File: config.mk
export PLATFORM = sky130hd
export DESIGN_NAME = dns_question_parser_flat
export DESIGN_NICKNAME = d
export VERILOG_FILES = /design/src/rtl/dqp_pkg.sv /design/src/rtl/dqp_if.sv /design/src/rtl/dqp_ram.sv /design/src/rtl/dqp_char_pack.sv /design/src/rtl/dns_question_parser.sv /design/src/flat_wrapper.sv
export SDC_FILE = /design/constraint.sdc
export NUM_CORES = 2
export LEC_CHECK = 0
export BUFFER_PORTS_ARGS = -buffer_cell sky130_fd_sc_hd__buf_2
export CAP_MARGIN = 15
export CELL_PAD_IN_SITES_DETAIL_PLACEMENT = 1
export CELL_PAD_IN_SITES_GLOBAL_PLACEMENT = 1
export CORE_MARGIN = 3
export CORE_UTILIZATION = 40
export CTS_CLUSTER_SIZE = 16
export DETAILED_ROUTE_END_ITERATION = 8
export PLACE_DENSITY_LB_ADDON = 0.1
export SETUP_SLACK_MARGIN = 0.15
export SLEW_MARGIN = 20
export SYNTH_ARGS = -nofsm -noshare
export SYNTH_HDL_FRONTEND = slang
export SYNTH_SLANG_ARGS = --single-unit
File: constraint.sdc
create_clock -name clk_i -period 4.6 [get_ports clk_i]
set_input_delay 0.23 -clock clk_i [delete_from_list [all_inputs] [get_ports clk_i]]
set_output_delay 0.23 -clock clk_i [all_outputs]
set_load 0.05 [all_outputs]
File: src/rtl/dqp_pkg.sv
// Package for the DNS question parser: sizes, codes, states and link structs.
package dqp_pkg;

  // Message store size and derived widths
  localparam int MSG_BYTES      = 512;
  localparam int ADDR_W         = $clog2(MSG_BYTES);
  // Positions hold any 14-bit pointer target and the store size itself
  localparam int POS_W          = (ADDR_W + 1 > 15) ? ADDR_W + 1 : 15;
  localparam int MAX_HOPS       = 16;
  localparam int HOP_W          = 5;
  localparam int MAX_NAME_CHARS = 255;
  localparam int LEN_W          = 8;

  // Item field widths
  localparam int OFFSET_W = 9;
  localparam int BYTE_W   = 8;
  localparam int CHARS_W  = 64;
  localparam int COUNT_W  = 4;
  localparam int QWORD_W  = 16;
  localparam int NEXT_W   = 10;
  localparam int ERR_W    = 2;

  // Wire-format constants
  localparam logic [7:0] PTR_MARK = 8'hC0;
  localparam logic [7:0] DOT_CHAR = 8'h2E;

  // Input action codes
  localparam logic ACT_LOAD  = 1'b0;
  localparam logic ACT_PARSE = 1'b1;

  typedef enum logic [ERR_W-1:0] {
    ERR_OK       = 2'd0,
    ERR_HOPS     = 2'd1,
    ERR_PAST_END = 2'd2,
    ERR_TOO_LONG = 2'd3
  } err_e;

  typedef enum logic [3:0] {
    ST_IDLE,
    ST_CNT_REQ,
    ST_CNT_WAIT,
    ST_DOT,
    ST_PTR_REQ,
    ST_PTR_WAIT,
    ST_LBL_REQ,
    ST_LBL_WAIT,
    ST_TAIL,
    ST_Q_REQ,
    ST_Q_WAIT,
    ST_FINISH
  } state_e;

  // Sequencer to character packer
  typedef struct packed {
    logic       clear;
    logic       put;
    logic [7:0] ch;
  } pack_ctl_t;

  // Character packer to sequencer
  typedef struct packed {
    logic                   too_long;
    logic                   emit;
    logic [CHARS_W-1:0]     word;
    logic [CHARS_W-1:0]     chars;
    logic [LEN_W-1:0]       len;
  } pack_sts_t;

endpackage

File: src/rtl/dqp_if.sv
// Valid/ready channel interfaces for parser input items and result items.
interface dqp_in_if;
  logic                          valid;
  logic                          ready;
  logic                          action;
  logic [dqp_pkg::OFFSET_W-1:0]  offset;
  logic [dqp_pkg::BYTE_W-1:0]    byte_value;

  modport source (output valid, action, offset, byte_value, input ready);
  modport sink   (input valid, action, offset, byte_value, output ready);
endinterface

interface dqp_out_if;
  logic                          valid;
  logic                          ready;
  logic [dqp_pkg::CHARS_W-1:0]   name_chars;
  logic [dqp_pkg::COUNT_W-1:0]   char_count;
  logic [dqp_pkg::QWORD_W-1:0]   query_type;
  logic [dqp_pkg::QWORD_W-1:0]   query_class;
  logic [dqp_pkg::NEXT_W-1:0]    next_pos;
  logic [dqp_pkg::ERR_W-1:0]     error;
  logic                          last;

  modport source (output valid, name_chars, char_count, query_type, query_class,
                  next_pos, error, last, input ready);
  modport sink   (input valid, name_chars, char_count, query_type, query_class,
                  next_pos, error, last, output ready);
endinterface

File: src/rtl/dqp_ram.sv
// Generic single-write, single-read RAM with registered read data.
module dqp_ram #(
  parameter int WIDTH = 8,
  parameter int DEPTH = 512
) (
  input  logic                     clk_i,
  input  logic                     we_i,
  input  logic [$clog2(DEPTH)-1:0] waddr_i,
  input  logic [WIDTH-1:0]         wdata_i,
  input  logic                     re_i,
  input  logic [$clog2(DEPTH)-1:0] raddr_i,
  output logic [WIDTH-1:0]         rdata_o
);

  logic [WIDTH-1:0] mem_q [DEPTH];
  logic [WIDTH-1:0] rdata_q;

  always_ff @(posedge clk_i) begin
    if (we_i) begin
      mem_q[waddr_i] <= wdata_i;
    end
    if (re_i) begin
      rdata_q <= mem_q[raddr_i];
    end
  end

  assign rdata_o = rdata_q;

endmodule

File: src/rtl/dqp_char_pack.sv
// Character packer: collects name characters into 8-byte words, counts length.
module dqp_char_pack (
  input  logic                clk_i,
  input  logic                rst_ni,
  input  dqp_pkg::pack_ctl_t  ctl_i,
  output dqp_pkg::pack_sts_t  sts_o
);
  import dqp_pkg::*;

  logic [CHARS_W-1:0] buf_q, buf_d;
  logic [LEN_W-1:0]   len_q, len_d;
  logic [CHARS_W-1:0] merged;
  logic [2:0]         lane;
  logic               too_long;
  logic               accept_char;
  logic               word_done;

  assign lane        = len_q[2:0];
  assign too_long    = len_q >= LEN_W'(MAX_NAME_CHARS);
  assign accept_char = ctl_i.put && !too_long;
  assign word_done   = accept_char && (lane == 3'd7);

  // Drop the new character into its byte lane
  always_comb begin
    merged = buf_q;
    for (int i = 0; i < 8; i++) begin
      if (lane == 3'(i)) begin
        merged[8*i +: 8] = ctl_i.ch;
      end
    end
  end

  always_comb begin
    buf_d = buf_q;
    len_d = len_q;
    if (ctl_i.clear) begin
      buf_d = '0;
      len_d = '0;
    end else if (accept_char) begin
      buf_d = word_done ? '0 : merged;
      len_d = len_q + LEN_W'(1);
    end
  end

  always_ff @(posedge clk_i or negedge rst_ni) begin
    if (!rst_ni) begin
      buf_q <= '0;
      len_q <= '0;
    end else begin
      buf_q <= buf_d;
      len_q <= len_d;
    end
  end

  assign sts_o.too_long = too_long;
  assign sts_o.emit     = word_done;
  assign sts_o.word     = merged;
  assign sts_o.chars    = buf_q;
  assign sts_o.len      = len_q;

endmodule

File: src/rtl/dns_question_parser.sv
// Top level of the DNS question parser: sequencer, message store and result register.
// A load item (action 0) writes one byte into the 512-byte message store.
// A parse item (action 1) decodes the question at the given
// offset: labels become dotted text sent out eight characters per result,
// compression pointers are followed up to 16 hops, and a final result (last=1)
// carries the leftover characters, type, class, next position and an error
// code. The parse runs on the store's single read port with a registered read,
// so each byte read takes a request state and a wait state, and a parse also
// waits while a result has not yet been taken. The input is not ready while a
// parse is in progress. Store bytes read before they were written give
// undefined characters.
module dns_question_parser (
  input  logic          clk_i,
  input  logic          rst_ni,
  dqp_in_if.sink        in_i,
  dqp_out_if.source     out_o
);
  import dqp_pkg::*;

  state_e             state_q, state_d;
  logic [POS_W-1:0]   read_pos_q, read_pos_d;
  logic [POS_W-1:0]   resume_q, resume_d;
  logic [HOP_W-1:0]   hop_q, hop_d;
  logic               jumped_q, jumped_d;
  logic               dot_q, dot_d;
  logic               tail_q, tail_d;
  logic [7:0]         cnt_q, cnt_d;
  logic [7:0]         rem_q, rem_d;
  logic [31:0]        quad_q, quad_d;
  err_e               err_q, err_d;

  // Result register
  logic               out_valid_q;
  logic [CHARS_W-1:0] out_chars_q;
  logic [COUNT_W-1:0] out_count_q;
  logic [QWORD_W-1:0] out_type_q, out_class_q;
  logic [NEXT_W-1:0]  out_next_q;
  err_e               out_err_q;
  logic               out_last_q;
  logic               load_final;
  logic [POS_W-1:0]   final_next;

  // Store ports
  logic               ram_we, ram_re;
  logic [ADDR_W-1:0]  ram_waddr;
  logic [7:0]         ram_rdata;
  logic [POS_W-1:0]   in_off_ext;

  pack_ctl_t          pctl;
  pack_sts_t          psts;

  // Shared position unit: range check and increment
  logic               past_end;
  logic [POS_W-1:0]   pos_inc;
  logic               can_put;
  logic               in_acc;

  assign past_end = read_pos_q >= POS_W'(MSG_BYTES);
  assign pos_inc  = read_pos_q + POS_W'(1);
  assign can_put  = !out_valid_q;

  assign in_i.ready = (state_q == ST_IDLE);
  assign in_acc     = in_i.valid && in_i.ready;
  assign in_off_ext = POS_W'(in_i.offset);
  assign ram_waddr  = in_off_ext[ADDR_W-1:0];
  assign ram_we     = in_acc && (in_i.action == ACT_LOAD) &&
                      (in_off_ext < POS_W'(MSG_BYTES));

  dqp_ram #(
    .WIDTH (8),
    .DEPTH (MSG_BYTES)
  ) u_store (
    .clk_i   (clk_i),
    .we_i    (ram_we),
    .waddr_i (ram_waddr),
    .wdata_i (in_i.byte_value),
    .re_i    (ram_re),
    .raddr_i (read_pos_q[ADDR_W-1:0]),
    .rdata_o (ram_rdata)
  );

  dqp_char_pack u_pack (
    .clk_i  (clk_i),
    .rst_ni (rst_ni),
    .ctl_i  (pctl),
    .sts_o  (psts)
  );

  // Sequencer state register
  always_ff @(posedge clk_i or negedge rst_ni) begin
    if (!rst_ni) begin
      state_q    <= ST_IDLE;
      read_pos_q <= '0;
      resume_q   <= '0;
      hop_q      <= '0;
      jumped_q   <= 1'b0;
      dot_q      <= 1'b0;
      tail_q     <= 1'b0;
      cnt_q      <= '0;
      rem_q      <= '0;
      quad_q     <= '0;
      err_q      <= ERR_OK;
    end else begin
      state_q    <= state_d;
      read_pos_q <= read_pos_d;
      resume_q   <= resume_d;
      hop_q      <= hop_d;
      jumped_q   <= jumped_d;
      dot_q      <= dot_d;
      tail_q     <= tail_d;
      cnt_q      <= cnt_d;
      rem_q      <= rem_d;
      quad_q     <= quad_d;
      err_q      <= err_d;
    end
  end

  // Next state and control
  always_comb begin
    state_d    = state_q;
    read_pos_d = read_pos_q;
    resume_d   = resume_q;
    hop_d      = hop_q;
    jumped_d   = jumped_q;
    dot_d      = dot_q;
    tail_d     = tail_q;
    cnt_d      = cnt_q;
    rem_d      = rem_q;
    quad_d     = quad_q;
    err_d      = err_q;
    ram_re     = 1'b0;
    pctl       = '0;
    load_final = 1'b0;

    case (state_q)
      ST_IDLE: begin
        if (in_acc && (in_i.action == ACT_PARSE)) begin
          read_pos_d = in_off_ext;
          resume_d   = '0;
          hop_d      = '0;
          jumped_d   = 1'b0;
          dot_d      = 1'b0;
          tail_d     = 1'b0;
          err_d      = ERR_OK;
          pctl.clear = 1'b1;
          state_d    = ST_CNT_REQ;
        end
      end

      // Count byte fetch
      ST_CNT_REQ: begin
        if (past_end) begin
          err_d   = ERR_PAST_END;
          state_d = ST_FINISH;
        end else begin
          ram_re     = 1'b1;
          read_pos_d = pos_inc;
          state_d    = ST_CNT_WAIT;
        end
      end

      ST_CNT_WAIT: begin
        cnt_d = ram_rdata;
        if (ram_rdata == 8'd0) begin
          state_d = ST_TAIL;
        end else if (dot_q) begin
          state_d = ST_DOT;
        end else if ((ram_rdata & PTR_MARK) == PTR_MARK) begin
          state_d = ST_PTR_REQ;
        end else begin
          rem_d   = ram_rdata;
          state_d = ST_LBL_REQ;
        end
      end

      // Separator before a label or pointer that follows a label
      ST_DOT: begin
        if (can_put) begin
          dot_d = 1'b0;
          if (psts.too_long) begin
            err_d   = ERR_TOO_LONG;
            state_d = ST_FINISH;
          end else begin
            pctl.put = 1'b1;
            pctl.ch  = DOT_CHAR;
            if ((cnt_q & PTR_MARK) == PTR_MARK) begin
              state_d = ST_PTR_REQ;
            end else begin
              rem_d   = cnt_q;
              state_d = ST_LBL_REQ;
            end
          end
        end
      end

      // Second pointer byte
      ST_PTR_REQ: begin
        if (past_end) begin
          err_d   = ERR_PAST_END;
          state_d = ST_FINISH;
        end else begin
          ram_re     = 1'b1;
          read_pos_d = pos_inc;
          state_d    = ST_PTR_WAIT;
        end
      end

      ST_PTR_WAIT: begin
        if (hop_q >= HOP_W'(MAX_HOPS)) begin
          err_d   = ERR_HOPS;
          state_d = ST_FINISH;
        end else begin
          if (!jumped_q) begin
            resume_d = read_pos_q;
            jumped_d = 1'b1;
          end
          hop_d      = hop_q + HOP_W'(1);
          read_pos_d = POS_W'({cnt_q[5:0], ram_rdata});
          state_d    = ST_CNT_REQ;
        end
      end

      // Label characters, one per read
      ST_LBL_REQ: begin
        if (past_end) begin
          err_d   = ERR_PAST_END;
          state_d = ST_FINISH;
        end else begin
          ram_re     = 1'b1;
          read_pos_d = pos_inc;
          rem_d      = rem_q - 8'd1;
          state_d    = ST_LBL_WAIT;
        end
      end

      ST_LBL_WAIT: begin
        if (can_put) begin
          if (psts.too_long) begin
            err_d   = ERR_TOO_LONG;
            state_d = ST_FINISH;
          end else begin
            pctl.put = 1'b1;
            pctl.ch  = ram_rdata;
            if (rem_q == 8'd0) begin
              dot_d   = 1'b1;
              state_d = ST_CNT_REQ;
            end else begin
              state_d = ST_LBL_REQ;
            end
          end
        end
      end

      // Type and class follow the top-level name
      ST_TAIL: begin
        tail_d     = 1'b1;
        read_pos_d = jumped_q ? resume_q : read_pos_q;
        rem_d      = '0;
        state_d    = ST_Q_REQ;
      end

      ST_Q_REQ: begin
        if (past_end) begin
          err_d   = ERR_PAST_END;
          state_d = ST_FINISH;
        end else begin
          ram_re     = 1'b1;
          read_pos_d = pos_inc;
          state_d    = ST_Q_WAIT;
        end
      end

      ST_Q_WAIT: begin
        quad_d = {quad_q[23:0], ram_rdata};
        rem_d  = rem_q + 8'd1;
        if (rem_q == 8'd3) begin
          state_d = ST_FINISH;
        end else begin
          state_d = ST_Q_REQ;
        end
      end

      // Final result
      ST_FINISH: begin
        if (can_put) begin
          load_final = 1'b1;
          state_d    = ST_IDLE;
        end
      end

      default: begin
        state_d = ST_IDLE;
      end
    endcase
  end

  // Position reported after the question, saturated at the store size
  always_comb begin
    if (err_q == ERR_PAST_END && tail_q) begin
      final_next = POS_W'(MSG_BYTES);
    end else if (err_q == ERR_OK || tail_q) begin
      final_next = read_pos_q;
    end else begin
      final_next = jumped_q ? resume_q : read_pos_q;
    end
    if (final_next > POS_W'(MSG_BYTES)) begin
      final_next = POS_W'(MSG_BYTES);
    end
  end

  // Result register, loaded by a full word or by the final result
  always_ff @(posedge clk_i or negedge rst_ni) begin
    if (!rst_ni) begin
      out_valid_q <= 1'b0;
      out_chars_q <= '0;
      out_count_q <= '0;
      out_type_q  <= '0;
      out_class_q <= '0;
      out_next_q  <= '0;
      out_err_q   <= ERR_OK;
      out_last_q  <= 1'b0;
    end else begin
      if (psts.emit) begin
        out_valid_q <= 1'b1;
        out_chars_q <= psts.word;
        out_count_q <= COUNT_W'(8);
        out_type_q  <= '0;
        out_class_q <= '0;
        out_next_q  <= '0;
        out_err_q   <= ERR_OK;
        out_last_q  <= 1'b0;
      end else if (load_final) begin
        out_valid_q <= 1'b1;
        out_chars_q <= psts.chars;
        out_count_q <= COUNT_W'(psts.len[2:0]);
        out_type_q  <= (err_q == ERR_OK) ? quad_q[31:16] : '0;
        out_class_q <= (err_q == ERR_OK) ? quad_q[15:0] : '0;
        out_next_q  <= final_next[NEXT_W-1:0];
        out_err_q   <= err_q;
        out_last_q  <= 1'b1;
      end else if (out_o.ready) begin
        out_valid_q <= 1'b0;
      end
    end
  end

  assign out_o.valid       = out_valid_q;
  assign out_o.name_chars  = out_chars_q;
  assign out_o.char_count  = out_count_q;
  assign out_o.query_type  = out_type_q;
  assign out_o.query_class = out_class_q;
  assign out_o.next_pos    = out_next_q;
  assign out_o.error       = out_err_q;
  assign out_o.last        = out_last_q;

endmodule
File: src/flat_wrapper.sv
// flat-port wrapper written by rule: the top's interface ports become plain ports
module dns_question_parser_flat import dqp_pkg::*;
  (clk_i, rst_ni, in_i_valid, in_i_action, in_i_offset, in_i_byte_value, in_i_ready, out_o_valid, out_o_name_chars, out_o_char_count, out_o_query_type, out_o_query_class, out_o_next_pos, out_o_error, out_o_last, out_o_ready);
  dqp_in_if in_i_i ();
  dqp_out_if out_o_i ();
  input  logic clk_i;
  input  logic rst_ni;
  input wire logic [$bits(in_i_i.valid)-1:0] in_i_valid;
  input wire logic [$bits(in_i_i.action)-1:0] in_i_action;
  input wire logic [$bits(in_i_i.offset)-1:0] in_i_offset;
  input wire logic [$bits(in_i_i.byte_value)-1:0] in_i_byte_value;
  output wire logic [$bits(in_i_i.ready)-1:0] in_i_ready;
  output wire logic [$bits(out_o_i.valid)-1:0] out_o_valid;
  output wire logic [$bits(out_o_i.name_chars)-1:0] out_o_name_chars;
  output wire logic [$bits(out_o_i.char_count)-1:0] out_o_char_count;
  output wire logic [$bits(out_o_i.query_type)-1:0] out_o_query_type;
  output wire logic [$bits(out_o_i.query_class)-1:0] out_o_query_class;
  output wire logic [$bits(out_o_i.next_pos)-1:0] out_o_next_pos;
  output wire logic [$bits(out_o_i.error)-1:0] out_o_error;
  output wire logic [$bits(out_o_i.last)-1:0] out_o_last;
  input wire logic [$bits(out_o_i.ready)-1:0] out_o_ready;
  assign in_i_i.valid = in_i_valid;
  assign in_i_i.action = in_i_action;
  assign in_i_i.offset = in_i_offset;
  assign in_i_i.byte_value = in_i_byte_value;
  assign in_i_ready = in_i_i.ready;
  assign out_o_valid = out_o_i.valid;
  assign out_o_name_chars = out_o_i.name_chars;
  assign out_o_char_count = out_o_i.char_count;
  assign out_o_query_type = out_o_i.query_type;
  assign out_o_query_class = out_o_i.query_class;
  assign out_o_next_pos = out_o_i.next_pos;
  assign out_o_error = out_o_i.error;
  assign out_o_last = out_o_i.last;
  assign out_o_i.ready = out_o_ready;
  dns_question_parser u_core (.clk_i(clk_i), .rst_ni(rst_ni), .in_i(in_i_i), .out_o(out_o_i));
endmodule
==> flow_summary_export.csv <==
group,metric,value,unit
layout,final_cells,15300,
grt,globalRouteOverflowTotal,0,
power,leakagePower,64.9,nW
detailed_routing,drt-pass1-iter-count,6,
clock_network,clockBufferDepth,4,
job,drv_cap,0,
place,placed_cells,14400,
floorplanning,die_w,661,um
layout,nets,9275,
power,p_comb_share,29.6,%
sta,clock.fmax,0.227,GHz
power,power.switching,38.0,mW
power,pwr-share-clk,31.8,%
critical_path,cp_data_arrival_time,5.10,ns
critical_path,r2r_start,"u_core.read_pos_q[1]$_DFFE_PN0P_",
sta,fin_crit,4.41,ns
power,power.internal,79.3,mW
detailed_routing,drt-initial-drc-count,10600,
place,dp_hpwl,333000,um
synthesis,synth_area_leader_cell,"edfxtp_1",
layout,seqCellArea,130000,um2
layout,drive_gt1_share,27.6,%
sta,tightest_slew,1.21,ns
grt,grt_antenna_before_repair,40,
layout,multi_input_area,38600,um2
sta,setup_violations,0,
synthesis,synth_top_flop_cell,"edfxtp_1",
clock_network,insertion_delay,1.01,ns
worst_hold_path,hold_start,"in_i_offset[8]",
grt,grt_pass1_wl,752000,um
sta,relSlewSlack,19.0,%
synthesis,yosys_warnings,0,
grt,grt_max_degree,171,
layout,fillers,38900,
synthesis,yosysSeqAreaShare,75.9,%
sta,hold_violations,0,
sta,slew_viol_final,0,
synthesis,synth-edff-count,4104,
critical_path,cp.required,5.29,ns
detailed_routing,wirelength,536000,um
synthesis,syn_nets,8499,
critical_path,cp_max_fo,31,
critical_path,path_class,"flop to flop",
clock_network,clk_pin_slew,0.06,ns
clock_network,cts_made_buffers,469,
floorplanning,start_util,40.3,%
critical_path,max_stage_delay,0.76,ns
synthesis,ys_types,72,
clock_network,cts_max_level,5,
floorplanning,dieArea,437000,um2
sta,fin_worst_skew,0.0654,ns
critical_path,worstSetupEndpointType,"flop",
clock_network,clock-sinks,4382,
grt,grt_pass1_vias,93200,
sta,whs,0.200,ns
detailed_routing,post_drt_wl_per_cell,35.0,um
synthesis,syn_area_per_cell,20.3,um2
synthesis,synth_top_area_share,71.9,%
power,pwr-share-seq,38.5,%
critical_path,start_kind,"flop",
status,outcome,"finished clean",
synthesis,yosys_register_bits,4382,
detailed_routing,route.detailed.drc,0,
grt,track_usage,24.4,%
floorplanning,io-pin-count,137,
detailed_routing,via_per_inst,5.86,
clock_network,cts_tree,"built",
layout,final_core_util,46.7,%
power,vdd.ir_drop.worst,0.411,mV
synthesis,synth_cells,8460,
power,power.density,590,nW/um2
place,place_area,183000,um2
clock_network,root_buffer,"clkbuf_16",
floorplanning,fp.dieH,661,um
worst_hold_path,hold_path_class,"input port to flop",
critical_path,crit_start,"u_core.read_pos_q[1]$_DFFE_PN0P_",
layout,postLayoutCellArea,199000,um2
place,gp_congestion,0.805,
detailed_routing,via_count,89800,
critical_path,cp_slowest_cell,"dfrtp_4",
power,switching_share,32.4,%
floorplanning,core_region_area,425000,um2
synthesis,netlist_top_cells_area,"edfxtp_1 72%, mux4_2 14%, dfrtp_1 4.1%",
floorplanning,fp-row-count,239,
critical_path,path_cells,"buf_12 -> buf_12 -> mux4_2 -> mux4_2 -> nand2_1 -> o21ai_0 -> o311ai_0 -> buf_4 -> o311a_1 -> a32oi_1",
layout,area_growth,15.8,%
place,portBuffers,136,
sta,rsz0062_at_grt,"false",
sta,period_share,96.0,%
synthesis,ys_async_sr_fraction,6.34,%
power,finalPower,117,mW
detailed_routing,postRouteAntennaNets,0,
synthesis,syn_area,171000,um2
==> cells in the final DEF, fill, tap and decap left out, drive strengths merged, types with 24 or more instances in the layout <==
cell type and instances:
nor3 49, a211oi 26, a21oi 132, o22ai 64, mux2 63, a221o 33, a2111oi 24, nor2 659
a221oi 36, buf 814, o21ai 167, mux4 1051, inv 57, a22oi 69, clkinv 241, nand2 390
a22o 73, edfxtp 4104, o221ai 45, nand3 53, dfrtp 278, a222oi 33, bufinv 46, clkbuf 571
mux2i 245
==> power by group through the flow <==
stage                     Combinational [mW]  Sequential [mW]  Clock, mW
after CTS                               35.2             45.2       38.1
after global placement                  34.8             46.0          0
after global routing                    36.4             45.2       39.7
after floorplan                         19.4             45.8          0
final                                   34.7             45.2       37.3
after detailed placement                34.9             46.1          0
==> routing by layer <==
metal,vias to the layer above,GRT usage (%),part of all wire (%)
met4,2,6.11,2.6
li1,36500,-,-
met5,-,0,0.0024
met2,3207,39.6,48
met1,49400,34.9,43
met3,642,3.35,6.2
==> flip-flops by register name, summed over array words and instances, names as in the netlist, 5 cells and up <==
name / cells
u_core.cnt_q: 8
u_core.out_o.query_class: 16
u_core.quad_q: 32
u_core.read_pos_q: 15
u_core.u_pack.buf_q: 64
u_core.out_o.query_type: 16
u_core.hop_q: 5
u_core.out_o.name_chars: 64
u_core.u_pack.len_q: 8
u_core.u_store.mem_q: 4096
u_core.out_o.next_pos: 10
u_core.resume_q: 15
u_core.u_store.rdata_o: 8
u_core.rem_q: 8
==> synthesized netlist by cell type, types with 8 or more instances <==
cell	number
buf_4	114
nand2_1	390
o21ai_0	153
inv_1	47
a21oi_1	132
and3_1	18
mux4_2	1051
a22o_1	73
a211oi_1	26
a211o_1	10
o211ai_1	12
a22oi_1	69
o221ai_1	45
o21ai_1	14
a222oi_1	33
nor2b_1	22
a21o_1	9
dfrtp_1	278
nand2b_1	16
nand4_1	8
mux2i_1	245
a31oi_1	17
and2_1	16
o22ai_1	64
a221oi_1	36
o31ai_1	14
buf_1	17
buf_2	117
or4_1	9
nor4_1	15
mux2_2	63
a311oi_1	8
nor3_1	49
ha_1	16
a32oi_1	12
buf_6	30
nor2_1	659
a2111oi_0	24
clkbuf_1	253
nand3_1	53
edfxtp_1	4104
a221o_1	33
==> repair_timing <==
item | in CTS | in global routing
gates resized for setup | 5 | 3
buffers inserted | 5 | 0
gates cloned | 0 | 0
hold buffers | 24 | 0
setup endpoints to repair | 5 | 3
endpoints found under the hold margin | 1074 | 0
==> layout make-up <==
class / count / share of cell area [%]
tap: 5663 / 3.57
clock buffer: 571 / 6.20
multi-input combinational: 3494 / 19.4
clock inverter: 305 / 1.41
antenna: 13 / 0.0164
timing repair buffer: 837 / 3.70
sequential: 4382 / 65.6
inverter: 52 / 0.106
==> kinds of logic after synthesis <==
| kind of cell | Yosys count | share of synthesized area [%] |
|---|---|---|
| buffers and inverters | 584 | 1.75 |
| and+or+nand+nor | 1282 | 3.10 |
| AOI/OAI and AO/OA | 827 | 3.40 |
| muxes | 1359 | 15.6 |
| adders and majority gates | 17 | 0.128 |
| DFF | 4382 | 75.9 |
| xor gates and xnor gates | 9 | 0.0460 |
==> critical path: cells and delay by family, from the launching register on <==
family	cells	cell delay, ns
simple gates	1	0.12
flops	1	0.76
mux	2	0.94
buf+inv	3	0.82
compound gates	4	1.40
==> final timing paths <==
check / end / slack [ns] / depth (start not counted)
max: u_core.u_store.rdata_o[3]$_DFFE_PP_ / 0.19 / 10
min: u_core.read_pos_q[8]$_DFFE_PN0P_ / 0.20 / 4
max reg2reg: u_core.u_store.rdata_o[3]$_DFFE_PP_ / 0.19 / 10
min reg2reg: u_core.out_o.name_chars[63]$_DFFE_PN0P_ / 0.47 / 2
max in group asynchronous: u_core.quad_q[18]$_DFFE_PN0P_ / 3.62 / 4
min in group asynchronous: u_core.u_pack.len_q[2]$_DFFE_PN0P_ / 0.46 / 4
==> metrics by stage <==
stage	setup slack, ns	setup TNS [ns]
2_1_floorplan	0.274	0
3_3_place_gp	-0.0507	-0.0713
3_5_place_dp	-0.0570	-0.0695
4_1_cts	0.174	0
5_1_grt	0.167	0
6_report	0.185	0
(Power assumes the default switching activity.)
